===== src/design/abp_pkg.sv =====
// Shared types, operation codes and pixel helper functions for the ARGB blend unit.
// No dependencies; used by every module of the block.
package abp_pkg;

	typedef enum logic [1:0] {
		K_BLEND   = 2'd0,
		K_COPY    = 2'd1,
		K_MIX     = 2'd2,
		K_CONVERT = 2'd3
	} kind_t;

	// stage 1 result
	typedef struct packed {
		kind_t       kind;
		logic        fmt;
		logic        we;
		logic [31:0] pass;
		logic [23:0] bk;
		logic [23:0] fg;
		logic [7:0]  a2;
		logic [7:0]  mix_a;
		logic [15:0] prod;
	} front_t;

	// side payload carried alongside the divider
	typedef struct packed {
		kind_t       kind;
		logic        fmt;
		logic        we;
		logic [31:0] pass;
		logic [23:0] bk;
		logic [23:0] fg;
		logic [7:0]  a2;
		logic [7:0]  alpha;
	} side_t;

	// divider state: partial remainder, partial quotient, divisor
	typedef struct packed {
		logic [7:0] rem;
		logic [8:0] q;
		logic [7:0] d;
	} div_t;

	function automatic logic [31:0] widen(input logic [15:0] p);
		logic [31:0] c;
		c = {8'h00, p[14:10], 3'b000, p[9:5], 3'b000, p[4:0], 3'b000};
		if (p[15]) begin
			c[31:24] = 8'hff;
		end
		return c;
	endfunction

	function automatic logic [31:0] narrow(input logic [31:0] c);
		return {16'h0000, c[31], c[23:19], c[15:11], c[7:3]};
	endfunction

	// floor(x/255), exact for x up to 65025
	function automatic logic [7:0] div255(input logic [15:0] x);
		logic [16:0] s;
		s = {1'b0, x} + 17'd1 + {9'd0, x[15:8]};
		return s[15:8];
	endfunction

	// one restoring division step: returns {quotient bit, new remainder}
	function automatic logic [8:0] div_step(input logic [7:0] rem, input logic nb,
			input logic [7:0] d);
		logic [8:0] r2;
		logic [8:0] diff;
		r2 = {rem, nb};
		diff = r2 - {1'b0, d};
		if (r2 >= {1'b0, d}) begin
			return {1'b1, diff[7:0]};
		end
		return {1'b0, r2[7:0]};
	endfunction

endpackage


===== src/design/abp_front.sv =====
// Stage 1 of the blend unit: widening, alpha products and copy/convert results.
// Depends on abp_pkg.
module abp_front import abp_pkg::*; (
	input  logic        clk,
	input  logic        arst_n,
	input  logic        adv,
	input  logic        in_valid,
	input  kind_t       kind,
	input  logic [31:0] bkg_pixel,
	input  logic [31:0] fg_color,
	input  logic        fmt,
	output logic        v_s1,
	output front_t      f_s1
);

	logic [31:0] bk8;
	logic [7:0]  a1, a2;
	logic [15:0] a12;
	logic [8:0]  asum;
	front_t      nxt;

	always_comb begin
		bk8 = fmt ? widen(bkg_pixel[15:0]) : bkg_pixel;
		a1 = bk8[31:24];
		a2 = fg_color[31:24];
		a12 = a1 * a2;
		asum = {1'b0, a1} + {1'b0, a2} - {1'b0, a12[15:8]};
		nxt.kind = kind;
		nxt.fmt = fmt;
		nxt.bk = bk8[23:0];
		nxt.fg = fg_color[23:0];
		nxt.a2 = a2;
		nxt.mix_a = asum[8] ? 8'hff : asum[7:0];
		nxt.prod = (8'hff ^ a1) * (8'hff ^ a2);
		nxt.we = 1'b1;
		nxt.pass = '0;
		unique case (kind)
			K_COPY: begin
				nxt.we = fg_color[15];
				if (fg_color[15]) begin
					nxt.pass = fmt ? {16'h0000, fg_color[15:0]} : widen(fg_color[15:0]);
				end else begin
					nxt.pass = fmt ? {16'h0000, bkg_pixel[15:0]} : bkg_pixel;
				end
			end
			K_CONVERT: begin
				nxt.we = 1'b0;
				nxt.pass = fmt ? narrow(fg_color) : fg_color;
			end
			default: begin
			end
		endcase
	end

	always_ff @(posedge clk or negedge arst_n) begin
		if (!arst_n) begin
			v_s1 <= 1'b0;
		end else if (adv) begin
			v_s1 <= in_valid;
		end
	end

	always_ff @(posedge clk) begin
		if (adv) begin
			f_s1 <= nxt;
		end
	end

endmodule


===== src/design/abp_div_stage.sv =====
// One registered stage of the mix-ratio divider: three restoring steps.
// Depends on abp_pkg.
module abp_div_stage import abp_pkg::*; (
	input  logic       clk,
	input  logic       adv,
	input  div_t       din,
	input  logic [2:0] nbits,   // dividend bits for the three steps, msb first
	output div_t       dout
);

	div_t nxt;
	logic [8:0] st0, st1, st2;

	always_comb begin
		st0 = div_step(din.rem, nbits[2], din.d);
		st1 = div_step(st0[7:0], nbits[1], din.d);
		st2 = div_step(st1[7:0], nbits[0], din.d);
		nxt.rem = st2[7:0];
		nxt.q = {din.q[5:0], st0[8], st1[8], st2[8]};
		nxt.d = din.d;
	end

	always_ff @(posedge clk) begin
		if (adv) begin
			dout <= nxt;
		end
	end

endmodule


===== src/design/abp_chan.sv =====
// Stages 5 and 6: per-channel products, rounding, result assembly and narrowing.
// Depends on abp_pkg.
module abp_chan import abp_pkg::*; (
	input  logic        clk,
	input  logic        arst_n,
	input  logic        adv,
	input  logic        v_in,
	input  side_t       side,
	input  logic [8:0]  t,
	output logic        v_s6,
	output logic [31:0] pix_s6,
	output logic        we_s6,
	output kind_t       kind_s6
);

	logic               v_s5;
	side_t              side_s5;
	logic signed [18:0] p_s5 [3];
	logic signed [18:0] p_nxt [3];
	logic [7:0]         c [3];
	logic [31:0]        res;

	always_comb begin
		for (int i = 0; i < 3; i++) begin
			p_nxt[i] = signed'({1'b0, side.fg[8*i +: 8]} - {1'b0, side.bk[8*i +: 8]})
				* signed'({1'b0, (side.kind == K_BLEND) ? {1'b0, side.a2} : t});
		end
	end

	always_comb begin
		logic signed [18:0] pr;
		for (int i = 0; i < 3; i++) begin
			// blend truncates toward zero, mix floors
			pr = p_s5[i] + ((side_s5.kind == K_BLEND && p_s5[i] < 0) ? 19'sd255 : 19'sd0);
			pr = pr >>> 8;
			c[i] = side_s5.bk[8*i +: 8] + pr[7:0];
		end
		res = {side_s5.alpha, c[2], c[1], c[0]};
		if (side_s5.kind == K_MIX && side_s5.alpha == 8'h00) begin
			res = '0;
		end
		if (side_s5.fmt) begin
			res = narrow(res);
		end
		if (side_s5.kind == K_COPY || side_s5.kind == K_CONVERT) begin
			res = side_s5.pass;
		end
	end

	always_ff @(posedge clk or negedge arst_n) begin
		if (!arst_n) begin
			v_s5 <= 1'b0;
			v_s6 <= 1'b0;
		end else if (adv) begin
			v_s5 <= v_in;
			v_s6 <= v_s5;
		end
	end

	always_ff @(posedge clk) begin
		if (adv) begin
			side_s5 <= side;
			for (int i = 0; i < 3; i++) begin
				p_s5[i] <= p_nxt[i];
			end
			pix_s6 <= res;
			we_s6 <= side_s5.we;
			kind_s6 <= side_s5.kind;
		end
	end

endmodule


===== src/design/argb_pixel_blend_unit_top.sv =====
// Top level of the ARGB pixel blend unit: stream ports, format register, pipeline.
// Depends on abp_pkg, abp_front, abp_div_stage and abp_chan.

// Pixel blend unit for a blitter. Each input beat carries a background pixel, a
// foreground color and an operation (blend, copy on 1-bit alpha, mix, convert); each
// output beat carries the new pixel in canvas format and a write enable. One beat per
// clock is accepted and delivered while m_tready does not stall the pipeline.
// The depth is set by the mix ratio divider (three stages, three quotient bits each)
// followed by a channel multiply stage and a round/assemble stage. The whole pipeline
// advances together whenever the output register is empty or being taken, so a stall
// on m_tready holds every stage and s_tready follows it in the same cycle.
// pixel_format (reset 1, ARGB1555) is written through pixel_format_we; change it only
// while no beat is in flight.
module argb_pixel_blend_unit_top import abp_pkg::*; (
	input  logic        clk,
	input  logic        arst_n,
	input  logic        pixel_format_we,
	input  logic        pixel_format_wdata,
	input  logic        s_tvalid,
	output logic        s_tready,
	input  logic [63:0] s_tdata,    // [31:0] bkg_pixel, [63:32] fg_color
	input  logic [1:0]  s_tuser,    // [1:0] kind
	output logic        m_tvalid,
	input  logic        m_tready,
	output logic [31:0] m_tdata,    // [31:0] new_pixel
	output logic        m_tuser     // [0] write_enable
);

	logic   fmt_q;
	logic   adv;
	logic   v_s1, v_s2, v_s3, v_s4;
	front_t f_s1;
	side_t  side_s2, side_s3, side_s4, side_nxt;
	div_t   div_in, div_s2, div_s3, div_s4;
	kind_t  kind_s6;
	logic   we_s6;

	// pipeline moves when the output slot is free or draining
	assign adv = !m_tvalid || m_tready;
	assign s_tready = adv;

	always_ff @(posedge clk or negedge arst_n) begin
		if (!arst_n) begin
			fmt_q <= 1'b1;
		end else if (pixel_format_we) begin
			fmt_q <= pixel_format_wdata;
		end
	end

	abp_front u_front (
		.clk        (clk),
		.arst_n     (arst_n),
		.adv        (adv),
		.in_valid   (s_tvalid),
		.kind       (kind_t'(s_tuser)),
		.bkg_pixel  (s_tdata[31:0]),
		.fg_color   (s_tdata[63:32]),
		.fmt        (fmt_q),
		.v_s1       (v_s1),
		.f_s1       (f_s1)
	);

	// stage 2 side data: final alpha for blend (inverted product over 255) or mix
	always_comb begin
		side_nxt.kind = f_s1.kind;
		side_nxt.fmt = f_s1.fmt;
		side_nxt.we = f_s1.we;
		side_nxt.pass = f_s1.pass;
		side_nxt.bk = f_s1.bk;
		side_nxt.fg = f_s1.fg;
		side_nxt.a2 = f_s1.a2;
		side_nxt.alpha = (f_s1.kind == K_BLEND) ? ~div255(f_s1.prod) : f_s1.mix_a;
		// t = (a2 << 8) / A; quotient fits in 9 bits since a2 <= A,
		// so the upper dividend bits collapse to a starting remainder of a2 >> 1
		div_in.rem = {1'b0, f_s1.a2[7:1]};
		div_in.q = '0;
		div_in.d = f_s1.mix_a;
	end

	abp_div_stage u_div0 (
		.clk (clk), .adv (adv), .din (div_in), .nbits ({f_s1.a2[0], 2'b00}), .dout (div_s2)
	);
	abp_div_stage u_div1 (
		.clk (clk), .adv (adv), .din (div_s2), .nbits (3'b000), .dout (div_s3)
	);
	abp_div_stage u_div2 (
		.clk (clk), .adv (adv), .din (div_s3), .nbits (3'b000), .dout (div_s4)
	);

	always_ff @(posedge clk or negedge arst_n) begin
		if (!arst_n) begin
			v_s2 <= 1'b0;
			v_s3 <= 1'b0;
			v_s4 <= 1'b0;
		end else if (adv) begin
			v_s2 <= v_s1;
			v_s3 <= v_s2;
			v_s4 <= v_s3;
		end
	end

	always_ff @(posedge clk) begin
		if (adv) begin
			side_s2 <= side_nxt;
			side_s3 <= side_s2;
			side_s4 <= side_s3;
		end
	end

	abp_chan u_chan (
		.clk     (clk),
		.arst_n  (arst_n),
		.adv     (adv),
		.v_in    (v_s4),
		.side    (side_s4),
		.t       (div_s4.q),
		.v_s6    (m_tvalid),
		.pix_s6  (m_tdata),
		.we_s6   (we_s6),
		.kind_s6 (kind_s6)
	);

	assign m_tuser = we_s6;

	// write enable only drops for copy or convert
	a_we_kind: assert property (@(posedge clk) disable iff (!arst_n)
		(m_tvalid && !m_tuser) |-> (kind_s6 == K_COPY || kind_s6 == K_CONVERT))
		else $error("write enable low on blend or mix");

	// a beat in stage 1 reaches stage 2 when the pipe advances
	a_adv_s2: assert property (@(posedge clk) disable iff (!arst_n)
		(adv && v_s1) |=> v_s2)
		else $error("beat lost between stage 1 and 2");

	// a held pipe keeps its stage 4 beat
	a_hold_s4: assert property (@(posedge clk) disable iff (!arst_n)
		(!adv && v_s4) |=> v_s4)
		else $error("stage 4 dropped during stall");

endmodule


===== config.mk =====
export PLATFORM = sky130hd
export DESIGN_NAME = argb_pixel_blend_unit_top
export DESIGN_NICKNAME = d
export VERILOG_FILES = /design/src/design/abp_pkg.sv /design/src/design/abp_front.sv /design/src/design/abp_div_stage.sv /design/src/design/abp_chan.sv /design/src/design/argb_pixel_blend_unit_top.sv
export SDC_FILE = /design/constraint.sdc
export NUM_CORES = 2
export LEC_CHECK = 0
export ABC_AREA = 0
export BUFFER_PORTS_ARGS = -buffer_cell sky130_fd_sc_hd__buf_2
export CORE_UTILIZATION = 45
export DETAILED_ROUTE_END_ITERATION = 8
export GPL_ROUTABILITY_DRIVEN = 0
export HOLD_SLACK_MARGIN = 0.12
export PLACE_DENSITY = 0.7
export SLEW_MARGIN = 20
export SYNTH_ARGS = -nofsm -noshare
export SYNTH_HDL_FRONTEND = slang
export SYNTH_HIERARCHICAL = 1
export SYNTH_SLANG_ARGS = --single-unit

===== constraint.sdc =====
create_clock -name clk -period 51.2 [get_ports clk]
set_input_delay 7.68 -clock clk [delete_from_list [all_inputs] [get_ports clk]]
set_output_delay 7.68 -clock clk [all_outputs]
set_load 0.005 [all_outputs]

==> impl_results.md <==
- Initial antenna violation count: 9
- Hold slack: 388 ps
- Worst slack at placement: 34720 ps
- DRT Pass-1 Iters: 5
- Htree depth: 3
- CP Cell Sequence: buf_2 > nor2b_1 > inv_8 > buf_2
- Worst path arrival time: 8830 ps
- DRC violations left: 0
- Crit path required time: 43520 ps
- Final hold vios: 0
- Worst R2R Start: fmt_q$_DFFE_PN1P_
- Die Area: 90700 um2
- Clock net sink count: 625
- Hold Crit Class: register to register
- Die height: 301 um
- Layout cells sized above 1: 9.89%
- GRT busiest layer: met2
- Syn Std Cell Area: 40300 um2
- Initial Util: 45.5%
- I/O pin cnt: 107
- Wire per inst: 18.2 um
- Cts bufs inserted: 66
- RSZ-0062 raised after global routing: false
- Maxcap violations: 0
- Startpoint Class: primary input
- Worst-margin pin slew: 1040 ps
- Area of the multi-input gates: 19700 um2
- Routed wire length: 85800 um
- Post-CTS Setup Bufs: 0
- Clock Skews: 60.2 ps
- Crit path capture type: primary output
- Vias after detailed routing: 25100
- Setup_tns: 0 ps
- Synth Warn #: 6
- Max Freq: 60.6 MHz
- Hold_buf cts: 0
- TritonCTS clock tree: built
- Met3 Use GR: 3.78%
- M1 GR Usage: 25.2%
- Nets: 4194
- Post-DRT Antenna Nets: 0
- CP max FO: 72
- Syn avg cell area: 12.0 um2
- Slew HR: 30.4%
- Slew Viols, Final: 0
- First-pass GRT wire length: 134000 um
- Total GRT Usage: 19.2%
- IO buf count: 106
- Root buffer cell: clkbuf_16
- Met2 Resource Use GR: 31.2%
- Synth-to-Final Area Change: 10.6%
- Slowest stage cell, crit path: nor2b_1
- HPWL Detailed: 64300 um
- Final worst slack: 34690 ps
- Clk_lat worst skew: 630 ps
- Hold EP: side_s4[64]$_DFFE_PP_
- Sequential Area: 18700 um2
- Minimum clock period after layout: 16510 ps
- Core area: 88500 um2
- Gate Count Post-Synth: 3350
- WHS Path Cells: 0
- Final core utilization: 50.3%
- Cell row count: 109
- Worst Reg-to-Reg Cells: 25
- Iteration-0 DRC Markers: 1807
- Crit-path most repeated cell: buf_2
- Drt via density: 5.33
- Largest net degree at the start of global routing: 173
- CTS max path bufs: 3
- Gates resized, CTS repair: 0
- Fin crit share: 32.2%
- Grt total ovfl: 0
- Hold path startpoint: side_s3[64]$_DFFE_PP_
- Worst R2R End: u_front/f_s1[19]$_SDFFCE_PP1P_
- Fillers: 7574
- Vias in the first global route: 25000
- Critical path's largest stage delay: 420 ps
- # setup viols final: 0
- Crit Path Class: primary input to primary output
- Status: finished clean
- Clock transition at path regs: 60 ps
- R2r setup slk: 43120 ps
- Die W: 301 um
==> layout by cell type (no fill, tap or decap), drive strengths merged, types with 11 or more instances in the layout <==
| master | instances |
|---|---|
| nand2b | 98 |
| o21ai | 98 |
| ha | 391 |
| xor2 | 40 |
| clkbuf | 74 |
| clkinv | 29 |
| nand3 | 53 |
| o31ai | 17 |
| nand2 | 163 |
| a21o | 40 |
| buf | 130 |
| a21boi | 18 |
| o211ai | 21 |
| conb | 11 |
| mux2 | 64 |
| nor4 | 15 |
| nor3 | 71 |
| and2 | 60 |
| inv | 434 |
| a211oi | 21 |
| or2 | 21 |
| nor2 | 294 |
| nand4 | 17 |
| o21a | 30 |
| a21oi | 108 |
| xnor2 | 92 |
| nor2b | 52 |
| edfxtp | 618 |
| mux2i | 43 |
| or3 | 12 |
| fa | 243 |
| a22o | 23 |
==> registers in the layout, summed over array words and instances (netlist names), 9 cells and up <==
register / flops
side_s3: 100
side_s2: 100
u_chan/pix_s6: 32
u_chan/p_s5: 51
u_div1/dout: 22
u_div0/dout: 19
u_div2/dout: 9
u_chan/side_s5: 68
side_s4: 100
u_front/f_s1: 116
==> per-layer routing <==
metal | vias up | part of all wire [%]
met5 | - | 0.077
li1 | 12000 | -
met1 | 12300 | 43
met2 | 658 | 47
met3 | 169 | 5.9
met4 | 10 | 3.6
==> stage by stage <==
stage / area [um2] / cells
global placement: 42200 / 4585
CTS: 44500 / 4703
detailed placement: 42200 / 4585
floorplan: 40300 / 3360
global route: 44500 / 4704
finish: 44500 / 4706
==> worst max path at each step <==
stage          startpoint  endpoint  slack (ps)  depth (start not counted)
2_1_floorplan    m_tready  s_tready       23710                          2
3_3_place_gp     m_tready  s_tready       34770                          4
3_5_place_dp     m_tready  s_tready       34720                          4
4_1_cts          m_tready  s_tready       34730                          4
5_1_grt          m_tready  s_tready       34600                          4
6_report         m_tready  s_tready       34690                          4
==> worst max-delay path, delay by kind of cell <==
family	cells	cell delay (ps)
simple gates	1	420
buf+inv	3	620
==> cell type report <==
cell class                      instances  share of cell area [%]
Inverter                              430                    3.64
Antenna cell                            3                  0.0169
Multi-Input combinational cell       2235                    44.2
Timing Repair Buffer                  130                    1.62
Clock buffer                           74                    3.78
Tap cell                             1165                    3.27
Clock inverter                         44                    1.39
Sequential cell                       625                    42.1
Power is left out: the tool's default activity adds up to more than one toggle a clock period on the data nets, which glitch-free logic cannot reach.
